### config.mk
export PLATFORM = sky130hd
export DESIGN_NAME = lra_opq
export DESIGN_NICKNAME = d
export VERILOG_FILES = /design/src/hdl/lra_pkg.sv /design/src/hdl/lra_opq.sv
export SDC_FILE = /design/constraint.sdc
export NUM_CORES = 1
export LEC_CHECK = 0
export ABC_CLOCK_PERIOD_IN_PS = 5300
export BUFFER_PORTS_ARGS = -buffer_cell sky130_fd_sc_hd__buf_4
export CORE_MARGIN = 2
export CORE_UTILIZATION = 55
export DETAILED_ROUTE_END_ITERATION = 10
export PLACE_DENSITY = 0.77
export SLEW_MARGIN = 20
export SYNTH_ARGS = -nofsm -noshare
export SYNTH_HDL_FRONTEND = slang
export SYNTH_SLANG_ARGS = --single-unit
### constraint.sdc
create_clock -name clk -period 5.3 [get_ports clk]
set_clock_uncertainty 0.15 [all_clocks]
set_input_delay 0 -clock clk [delete_from_list [all_inputs] [get_ports clk]]
set_output_delay 0 -clock clk [all_outputs]
set_load 0.05 [all_outputs]
### src/hdl/lra_pkg.sv
// shared types, constants and helpers for the label region adjacency block
// no dependencies; imported by every module of the block
package lra_pkg;

	localparam int LABEL_W    = 8;
	localparam int MAX_LABELS = 256;
	localparam int MAX_WIDTH  = 1024;
	localparam int CFG_W      = 11;
	localparam int IDX_W      = $clog2(MAX_LABELS);
	localparam int COL_W      = $clog2(MAX_WIDTH);
	localparam int EFF_W      = $clog2(MAX_WIDTH + 1);
	localparam int PAIR_W     = 2 * IDX_W;
	localparam int MAT_DEPTH  = 2 ** PAIR_W;
	localparam int OPQ_DEPTH  = 4;
	localparam int OUT_DEPTH  = 2;

	localparam logic [CFG_W-1:0] WIDTH_RESET = CFG_W'(1024);

	localparam logic [1:0] CMD_PIXEL = 2'd0;
	localparam logic [1:0] CMD_QUERY = 2'd1;
	localparam logic [1:0] CMD_CLEAR = 2'd2;

	typedef enum logic [1:0] {
		OP_EDGE,
		OP_QUERY,
		OP_CLEAR
	} op_kind_t;

	typedef struct packed {
		op_kind_t               kind;
		logic                   left_en;
		logic                   up_en;
		logic [LABEL_W-1:0]     lab;
		logic [LABEL_W-1:0]     left_lab;
		logic [LABEL_W-1:0]     up_lab;
		logic [LABEL_W-1:0]     other_lab;
	} op_t;

	function automatic logic label_ok(input logic [LABEL_W-1:0] a);
		return {1'b0, a} < (LABEL_W + 1)'(MAX_LABELS);
	endfunction

	// one address per unordered pair in each bank, lower label first
	function automatic logic [PAIR_W-1:0] pair_addr(input logic [LABEL_W-1:0] a,
		input logic [LABEL_W-1:0] b);
		logic [IDX_W-1:0] lo;
		logic [IDX_W-1:0] hi;
		if (a < b) begin
			lo = a[IDX_W-1:0];
			hi = b[IDX_W-1:0];
		end else begin
			lo = b[IDX_W-1:0];
			hi = a[IDX_W-1:0];
		end
		return {lo, hi};
	endfunction

endpackage

### src/hdl/lra_opq.sv
// short op queue between front end and back end
// depends on lra_pkg for the op type and depth
module lra_opq import lra_pkg::*; (
	input  logic clk,
	input  logic arst_n,
	input  logic in_valid,
	output logic in_ready,
	input  op_t  in_op,
	output logic out_valid,
	input  logic out_ready,
	output op_t  out_op
);

	localparam int AW = $clog2(OPQ_DEPTH);
	localparam int CW = $clog2(OPQ_DEPTH + 1);

	op_t            mem_q [OPQ_DEPTH];
	logic [AW-1:0]  wptr_q;
	logic [AW-1:0]  rptr_q;
	logic [CW-1:0]  cnt_q;
	logic           wr;
	logic           rd;

	assign in_ready  = cnt_q != CW'(OPQ_DEPTH);
	assign out_valid = cnt_q != '0;
	assign out_op    = mem_q[rptr_q];
	assign wr        = in_valid && in_ready;
	assign rd        = out_valid && out_ready;

	always_ff @(posedge clk or negedge arst_n) begin
		if (!arst_n) begin
			wptr_q <= '0;
			rptr_q <= '0;
			cnt_q  <= '0;
		end else begin
			if (wr)
				wptr_q <= wptr_q + 1'b1;
			if (rd)
				rptr_q <= rptr_q + 1'b1;
			cnt_q <= cnt_q + CW'(wr) - CW'(rd);
		end
	end

	always_ff @(posedge clk) begin
		if (wr)
			mem_q[wptr_q] <= in_op;
	end

endmodule

# [After elaboration in Yosys (flattened, before gate mapping)]
# Memories as Yosys holds them, arrays and structs flattened.
# Cells that the tools add are included.
[word_totals] regBits=7 ramBits=144 inputBits=40 wordCells=14 memories=1
[mem_list] name="mem_q" depth=4 width=36 rd=1 rd_ports_with_merged_regs=0 wr=1 line_no="lra_opq.sv:17" rtl="op_t mem_q [OPQ_DEPTH];"
[op_classes] n_addsub=4 n_eq_ne=1 muxes=2 n_reduce_logical=3
[op_table] cell="$add 2x1->2 const B" n=2
[op_table] cell="$add 3x1->3" n=1
[op_table] cell="$ne 3x3->1 const B" n=1
[op_table] cell="$reduce_bool 3->1" n=1
[op_table] cell="$sub 3x1->3" n=1
[op_table] cell="$logic_and 1x1->1" n=2
[op_table] cell="$mux 1" n=2

# [Logic depth before layout (Yosys ltp)]
# Gate-level depths: netlist (run 1).
[logic_depth] ltp_word=4 mapped_depth=9

# [Worst setup path after synthesis (run 1)]
# No wires, ideal clock.
[synth_path] path_kind="reg2reg" start="register cnt_q[1]" end="register cnt_q[2]" setup_ps=129 arrival_time_ps=1970 required_time_ps=5021 path_slack_ps=3051 stages_incl_launch_ff=10 n_path_buf=0 period_less_slack_ps=2249 path_cell_list="dfrtp_1 nor3b_2 nand2b_1 ha_1 inv_1 ha_1 inv_1 fa_1 xnor2_1 xnor2_1"
[synth_via] elab_chain_len=4 elab_cells_between_ends=6
[synth_rtl] item="from (decl)" line_no="lra_opq.sv:20" rtl="logic [CW-1:0] cnt_q;"
[synth_rtl] item="from (signal assigned)" line_no="lra_opq.sv:40" rtl="cnt_q <= cnt_q + CW'(wr) - CW'(rd);"
[synth_rtl] item="$ne 3x3->1" line_no="lra_opq.sv:24" rtl="assign in_ready = cnt_q != CW'(OPQ_DEPTH);"
[synth_rtl] item="$logic_and 1x1->1" line_no="lra_opq.sv:27" rtl="assign wr = in_valid && in_ready;"
[synth_rtl] item="$add 3x1->3" line_no="lra_opq.sv:40"
[synth_rtl] item="$sub 3x1->3 *" line_no="lra_opq.sv:40"
# Every way passes the cells marked *; elsewhere a longest branch is shown, timed or not.
# A chain may end at the register's enable or synchronous reset.

==> results of run 1 <==
## state kept, by name (all words and copies together) (netlist names)
name    flops
rptr_q      2
cnt_q       3
mem_q     144
wptr_q      2
## synth_stat cells (all sizes together)
cell type  instances
o31a               1
nor3b              1
xor2               1
and3b              4
fa                 1
nand2b             4
xnor2              3
buf                8
mux4              36
dfrtp              7
inv                6
o211ai             2
or3                1
ha                 6
nand2              1
edfxtp           144
o311ai             1
nand4bb            2
## timing repair
item,in CTS,in global routing
hold endpoints to repair,157,0
buffers inserted,0,0
hold buffers,40,0
## worst min path at each step
| stage | start | end | cells past startpoint |
|---|---|---|---|
| 3_5_place_dp | arst_n | cnt_q[0] | 1 |
| 2_1_floorplan | arst_n | cnt_q[0] | 0 |
| 4_1_cts | in_op[32] | mem_q[3][32] | 2 |
| 3_3_place_gp | arst_n | cnt_q[0] | 1 |
| 5_1_grt | in_op[32] | mem_q[3][32] | 2 |
| 6_report | in_op[3] | mem_q[3][3] | 2 |
## placed cells by master (no fill, tap or decap)
cell,instances
clkbuf_8,1
fa_1,1
bufinv_16,5
nand2b_1,4
or3_1,1
dfrtp_2,2
nor3b_2,1
dlygate4sd3_1,40
nand4bb_1,2
clkinv_4,1
inv_1,6
clkinv_2,3
and3b_2,4
ha_1,6
dfrtp_1,5
mux4_2,36
clkinv_1,3
clkbuf_16,16
o311ai_0,1
xor2_1,1
o211ai_1,2
o31a_1,1
xnor2_1,3
nand2_1,1
edfxtp_1,144
buf_4,78
## final cells by class
cell class                      instances  area (um2)
Tap cell                              136         170
Fill cell                             624        2820
Clock buffer                           17         414
Sequential cell                       151        4500
Multi-Input combinational cell         64        1080
Clock inverter                         12         185
Inverter                                6        22.5
Timing Repair Buffer                  118         986
## power by group through the flow
stage	sequential (W)	clock [W]	combinational [W]
after floorplan	0.00166	0	0.00137
after global placement	0.00177	0	0.00170
after detailed placement	0.00179	0	0.00171
after CTS	0.00177	0.00123	0.00174
after global routing	0.00179	0.00128	0.00181
final	0.00176	0.00121	0.00172
## worst register-to-register path, delay by kind of cell (launching register included)
family / cells / cell delay (ps)
buffers and inverters: 2 / 100
and+or+nand+nor: 2 / 600
adders and majority gates: 3 / 760
xor gates and xnor gates: 2 / 400
DFF: 1 / 470
## kinds of logic after synthesis
family,synth area share [%]
flops,79.2
mux,14.3
buf+inv,1.78
simple gates,1.85
fa+ha+maj,1.67
compound gates,0.573
xor+xnor,0.617
## through the flow
step | utilization (%) | hold WS [ps] | total power [W] | instance area [um2]
6_report | 72.3 | 77.4 | 0.00470 | 7360
5_1_grt | 72.3 | 68.9 | 0.00488 | 7360
4_1_cts | 72.3 | 50.8 | 0.00474 | 7360
3_5_place_dp | 62.5 | -331 | 0.00350 | 6360
3_3_place_gp | 62.5 | -334 | 0.00347 | 6360
2_1_floorplan | - | -446 | 0.00304 | 5680
## layer usage
| layer | track usage [%] | vias up |
|---|---|---|
| li1 | - | 1225 |
| met5 | 0 | - |
| met3 | 4.64 | 10 |
| met1 | 25.2 | 1400 |
| met4 | 6.58 | 0 |
| met2 | 32.9 | 58 |
==> out/metrics.cfg, run 1 <==
[setup_path]
cp-endpoint=out_op[14]
crit_top_cell=buf_4
path_depth=3
slowest_stage=dfrtp_2
critPathMaxStageDelay_ps=680
rr_worst_depth=9
reg2reg_from=cnt_q[1]
start_kind=register
path_buf_inv=2
r2r_slack_ps=2750
critPathRequiredTime_ps=5150
crit_path_start=rptr_q[0]
path_cells=buf_4 -> mux4_2 -> buf_4
critPathCaptureType=primary output
path_delay_family=buffers and inverters
r2r-end=cnt_q[2]
critical_path_class=reg -> out
cp.arrival_ps=2550
cp_max_fo=25

[cts]
clock_sinks=151
numCtsBuffers=17
clock_latency_ps=500
htree_levels=4
cts-resized-gates=0
cts_tree=done
path_clk_slew_ps=60
cts_max_path_buffers=2
cts_root_buf=clkbuf_8

[pwr]
comb_power_share_pct=36.7
peakVddDrop_v=0.000456
cellPowerDensity_nw_per_um2=638
netSwitchingFraction_pct=35.8
seq_power_share_pct=37.5
p_switching_w=0.00168
clockPowerShare_pct=25.8
leakage_nw=2.60
p_int_w=0.00302

[sta]
hold_viol=0
worst_pin_slew_ps=976
fin_crit_ps=2700
fmax_mhz=370
relSlewSlack_pct=34.9
finalCritPeriodShare_pct=50.9
tns_ps=0
setup_violations=0
rsz0062_at_grt=no
setup_ws_ps=2600
slew_viol_final=0

[global_routing]
grt_max_degree=38
grt_pass1_vias=2906
grt-ovfl-total=0
grt_first_pass_wirelength_mm=15.6
grt.total_usage_pct=19.5
antenna_found_initial=0

[floorplanning]
die_h_um=106
die_w_um=106
die_area_um2=11200
initial_core_util_pct=55.8
core_um2=10200
rows=37
pin_count=78

[finish]
drive_gt1_share_pct=39.9
final_cell_count_no_fill=504
n_antenna_cell=0
syn_to_final_growth_pct=29.7
fin_nets=405

[placement]
pre_cts_ws_ps=2870
place_inst=435
hpwl_mm=5.42
gp_congestion=0.783
io_buffers=77

[route]
top_layer_used=met4
wl_met2_mm=5.43
m1WireLength_mm=4.30
ant_nets=0
firstDrtPassIters=4
post_drt_wl_per_cell_um=20.1
routed_wl_mm=10.1
vias_per_cell=5.34
drc=0
drt_iter0_drc=106
vias=2693
met3WireLength_um=287

[yosys]
syn_area_um2=5680
synth_cell_types=21
syn_inst=229
ys_seq_area_share_pct=79.2
ys_ff_latch=151
synthesis.nets=276
yosysTopAreaCell=edfxtp_1
syn_avg_cell_area_um2=24.8
yosysTopAreaCellShare_pct=76.1
yosys-top-cells-area=edfxtp_1 (76%), mux4_2 (14%), dfrtp_1 (3.1%)
yosys_warnings=0

[run]
maxCapViolations=0

[worst_hold_path]
hold_path_class=in -> reg

[outcome]
status=finished clean

(Power assumes the default switching activity.)
==> run 2: changes to the inputs <==
ABC_AREA = 1   (was unset)
ABC_CLOCK_PERIOD_IN_PS = 2200   (was 5300)
CORE_UTILIZATION = 52   (was 55)
PLACE_DENSITY = 0.76   (was 0.77)
clock period = 2.2 ns   (was 5.3 ns; I/O delays follow)
==> run 2 against run 1 <==
Count of clock-buffer cells in the layout is 2 higher. Core utilization fell by 2.9 points. Non-clock buffer count up 12. Routed wire length increased by 18%. Highest routed layer unchanged.
==> out/metrics.cfg, run 2 <==
[sta]
fmax_mhz=478
tns_ps=0
fin_crit_ps=2090
setup_violations=0
hold_viol=0
relSlewSlack_pct=69.7
slew_viol_final=0
finalCritPeriodShare_pct=95.1
worst_pin_slew_ps=455
rsz0062_at_grt=yes

[setup_path]
slowest_stage=dfrtp_2
path_buf_inv=3
critical_path_class=reg -> reg
rr_worst_depth=11
cp.arrival_ps=2250
critPathMaxStageDelay_ps=450
cp_max_fo=4
reg2reg_from=cnt_q[1]
r2r-end=cnt_q[2]
critPathCaptureType=register
critPathRequiredTime_ps=2360
path_delay_family=adder cells
path_cells=nor2_4 -> buf_4 -> nand2_4 -> nand2_4 -> ha_1 -> inv_1 -> ha_1 -> inv_1 -> fa_1 -> nand3_1 -> nand2_1
start_kind=register
r2r_slack_ps=110

[yosys]
synthesis.nets=560
yosysTopAreaCellShare_pct=71.4
syn_avg_cell_area_um2=11.8
ys.flop_type=edfxtp_1
yosysTopAreaCell=edfxtp_1
yosysMostFrequentCell=edfxtp_1
synth_edf_count=144
synth_cell_types=16
syn_inst=513
yosys_warnings=0
ys_ff_latch=151
ys_seq_area_share_pct=74.3
synth-async-reset-ratio_pct=4.64
synth_common_cells=edfxtp_1 (144), nand2_1 (127), nor2_1 (77), o21ai_0 (66), inv_1 (50)
yosys-top-cells-area=edfxtp_1 (71%), nand2_1 (7.9%), o21ai_0 (5.5%)
syn_area_um2=6060

[route]
routed_wl_mm=11.9
vias=3988
post_drt_wl_per_cell_um=15.0
firstDrtPassIters=4
drt_iter0_drc=288
vias_per_cell=5.01
drc=0
ant_nets=0

[finish]
reg_top3=mem_q x144, cnt_q x3
syn_to_final_growth_pct=30.3
fin_nets=687
fill_cells=774
regMostFlops=mem_q
largest_reg_flops=144
drive_gt1_share_pct=19.9
postLayoutCellArea_um2=7890
final_common_cell=edfxtp_1
n_antenna_cell=0
final_cell_mix=edfxtp_1 (144), nand2_1 (124), buf_4 (82)

[outcome]
status=finished clean

[global_routing]
grt_first_pass_wirelength_mm=19.2
antenna_found_initial=0
grt_pass1_vias=3974
grt.total_usage_pct=20.1
grt_max_degree=58
grt-ovfl-total=0

[worst_hold_path]
worstHoldEndpoint=mem_q[2][9]
hold_depth=2
hold_path_class=in -> reg
worstHoldStart=in_op[9]

[cts]
htree_levels=4
path_clk_slew_ps=60
cts_max_path_buffers=2
clock_latency_ps=410
cts_tree=done
numCtsBuffers=17
cts_root_buf=clkbuf_16
clock_sinks=151

[floorplanning]
initial_core_util_pct=53.3
rows=39
die_w_um=112
core_um2=11400
die_h_um=112
die_area_um2=12500
pin_count=78

[placement]
gp_congestion=0.767
hpwl_mm=6.80
dpl-instance-area_um2=6940
io_buffers=77

[pwr]
cellPowerDensity_nw_per_um2=1520
leakage_nw=3.22
peakVddDrop_v=0.00109

[run]
maxCapViolations=0

==> run 2: changes by cell type in the layout (fill, tap and decap cells not counted), moves of 5 or more <==
cell and change:
buf_12 +7, clkinvlp_4 +6, inv_1 +44, mux4_2 -36
nand2_1 +123, nand3_1 +5, nor2_1 +72, nor2_4 +5
o21ai_0 +66, o21ai_1 +6
==> run 2: power by group <==
part	leakage (nW)	internal, W	switching, W	total (W)
clock	0.246	0.00154	0.00107	0.00261
combinational	1.57	0.00157	0.00384	0.00541
sequential	1.40	0.00380	0.000209	0.00401
total	3.22	0.00691	0.00512	0.0120
==> run 2: per-layer routing <==
layer / vias up / GRT usage [%] / part of all wire (%)
met3: 23 / 5.99 / 5.3
met2: 129 / 33.8 / 50
li1: 1966 / - / -
met1: 1870 / 24.7 / 43
met5: - / 0 / 0
met4: 0 / 7.65 / 1.9
==> run 2: area by class of cell <==
type	count	area (um2)	share of cell area, %
flip-flops and latches	151	4500	57.1
multi-input cells	288	1310	16.6
inverters	52	195	2.47
clock inverters	13	106	1.35
well taps	143	179	2.27
clock buffers	19	433	5.49
repair buffers	130	1170	14.8
==> run 2: worst max path at each step <==
| stage | startpoint | to | slack (ps) | cells after the start |
|---|---|---|---|---|
| floorplan | cnt_q[1] | cnt_q[2] | 60 | 10 |
| global placement | cnt_q[1] | cnt_q[2] | 150 | 11 |
| detailed placement | cnt_q[1] | cnt_q[2] | 60 | 11 |
| CTS | cnt_q[1] | cnt_q[1] | 20 | 10 |
| global route | cnt_q[1] | cnt_q[2] | -20 | 11 |
| finish | cnt_q[1] | cnt_q[2] | 110 | 11 |
==> run 2: logic make-up after synthesis <==
group / after synthesis / share of synthesized area [%]
flip-flops: 151 / 74.3
adder cells (fa/ha/maj): 7 / 1.57
AO/OA/AOI/OAI: 72 / 5.95
buffers and inverters: 74 / 5.14
AND/OR/NAND/NOR: 209 / 13.1
==> run 2: timing repair <==
item	CTS	global route
endpoints found under the hold margin	155	0
gates resized for setup	0	2
hold buffers	40	0
setup buffers	0	1
setup endpoints to repair	0	10
==> run 2: per-stage QoR <==
step                cells  total power [W]  setup WS [ps]  hold slack (ps)  utilization, %
floorplan             513          0.00776           58.3             -446               -
global placement      723          0.00925            149             -332            61.0
detailed placement    723          0.00938           58.2             -327            61.0
CTS                   795           0.0121           20.2              168            69.3
global route          796           0.0127          -22.8              171            69.4
finish                796           0.0120            109              179            69.4
==> run 3: changes to the inputs <==
--- a/config.mk
+++ b/config.mk
@@ -13,4 +13,5 @@
 export DETAILED_ROUTE_END_ITERATION = 10
 export PLACE_DENSITY = 0.76
+export REMOVE_ABC_BUFFERS = 1
 export SLEW_MARGIN = 20
 export SYNTH_ARGS = -nofsm -noshare
--- a/constraint.sdc
+++ b/constraint.sdc
@@ -3,3 +3,3 @@
 set_input_delay 0 -clock clk [delete_from_list [all_inputs] [get_ports clk]]
 set_output_delay 0 -clock clk [all_outputs]
-set_load 0.05 [all_outputs]
+set_load 0.02 [all_outputs]
==> run 3 against run 2 <==
Power decreased by 6.2%. Via count increased by 1.5%. Clock power increased by 18%. Flip-flop and latch count unchanged. Critical endpoint is now cnt_q[1]. Largest power group unchanged.
==> out/metrics.cfg, run 3 (synthesis results as in run 2) <==
[sta]
fin_crit_ps=2110
finalCritPeriodShare_pct=95.9
tns_ps=0
relSlewSlack_pct=69.4
slew_viol_final=0
whs_ps=162
setup_violations=0
worst_pin_slew_ps=458
fmax_mhz=474
hold_viol=0

[finish]
n_antenna_cell=0
final_common_cell=edfxtp_1
register_area_um2=4500
fin_nets=690
regMostFlops=mem_q
reg_top3=mem_q x144, cnt_q x3
syn_to_final_growth_pct=31.1
fill_cells=754
postLayoutCellArea_um2=7940
largest_reg_flops=144
drive_gt1_share_pct=20.0
multiInputGateArea_um2=1290
final_cell_mix=edfxtp_1 (144), nand2_1 (126), buf_4 (88)

[floorplanning]
pin_count=78
die_w_um=112
core_um2=11400
rows=39
die_h_um=112
initial_core_util_pct=53.3
die_area_um2=12500

[setup_path]
cp.arrival_ps=2280
critPathMaxStageDelay_ps=480
path_buf_inv=4
critical_path_class=reg -> reg
critPathCaptureType=register
crit_top_cell=inv_1
critPathRequiredTime_ps=2370
start_kind=register
slowest_stage=fa_1
cp_max_fo=5
path_delay_family=adder cells
path_cells=nor2_4 -> nand2_2 -> nand2_1 -> inv_1 -> ha_1 -> inv_1 -> ha_1 -> inv_1 -> fa_1 -> inv_1

[global_routing]
grt_pass1_vias=4018
use_met2_pct=34.1
grt_max_degree=46
grt_first_pass_wirelength_mm=19.1
grtUsageMet3_pct=6.53
grtUsageMet1_pct=23.9
antenna_found_initial=0
grt.total_usage_pct=20.2
grt-busiest-layer=met2
grt-ovfl-total=0

[route]
drt_iter0_drc=327
drc=0
routed_wl_mm=12.2
ant_nets=0
post_drt_wl_per_cell_um=15.2
firstDrtPassIters=5
vias_per_cell=5.07
vias=4047

[cts]
clock_latency_ps=420
cts_root_buf=clkbuf_16
cts_tree=done
cts_max_path_buffers=2
clock_sinks=151
path_clk_slew_ps=60
numCtsBuffers=17
htree_levels=4

[outcome]
status=finished clean

[pwr]
power_w=0.0113
cellPowerDensity_nw_per_um2=1420
peakVddDrop_v=0.000916
leakage_nw=3.26

[placement]
dpl-instance-area_um2=6880
io_buffers=77
gp_congestion=0.830
hpwl_mm=6.78

[run]
maxCapViolations=0

[worst_hold_path]
hold_path_class=in -> reg

## run 3: per-stage QoR
stage | setup slack, ps | utilization, % | instances
global route | -3.90 | 69.9 | 799
finish | 91.2 | 69.9 | 799
global placement | 144 | 60.5 | 726
floorplan | -789 | - | 491
CTS | 6.41 | 69.7 | 798
detailed placement | 31.4 | 60.5 | 726
## run 3: worst paths after layout
path / startpoint / endpoint / slack [ps] / cells after the start
setup / recovery: cnt_q[1] / cnt_q[1] / 90 / 10
hold / removal: in_op[23] / mem_q[1][23] / 160 / 2
setup reg to reg: cnt_q[1] / cnt_q[1] / 90 / 10
hold reg to reg: rptr_q[1] / rptr_q[1] / 340 / 2
max in group asynchronous: arst_n / rptr_q[0] / 1240 / 3
min in group asynchronous: arst_n / cnt_q[0] / 380 / 3
## run 3: what timing repair did
action                                  in CTS  in global routing
gates resized for setup                      1                  4
endpoints found under the hold margin      155                  0
hold buffers                                40                  0
endpoints found under the setup margin       1                 11
buffers inserted                             0                  1
## run 3: report_power, final
part	total, W	leakage, nW	switching, W	internal (W)
Combinational	0.00416	1.56	0.00264	0.00152
Sequential	0.00403	1.40	0.000227	0.00380
Clock	0.00309	0.306	0.00108	0.00201
Total	0.0113	3.26	0.00395	0.00734
## run 3: area by class of cell
cell class                 instances  share of cell area [%]
clock buffer                      20                    5.50
clock inverter                    12                    2.49
inverter                          52                    2.46
multi-input combinational        288                    16.2
sequential                       151                    56.7
tap                              143                    2.25
timing repair buffer             133                    14.4
## run 3: worst reg2reg max path: stages, from the launching register on
cell and delay [ps]:
dfrtp_2 450, nor2_4 130, nand2_2 100, nand2_1 90, inv_1 50, ha_1 270
inv_1 60, ha_1 130, inv_1 50, fa_1 480, inv_1 40
## run 3: routing by layer
metal	wire length [um]	vias to the layer above
li1	-	1970
met1	4960	1937
met2	6160	116
met3	771	24
met4	272	0
met5	0	-
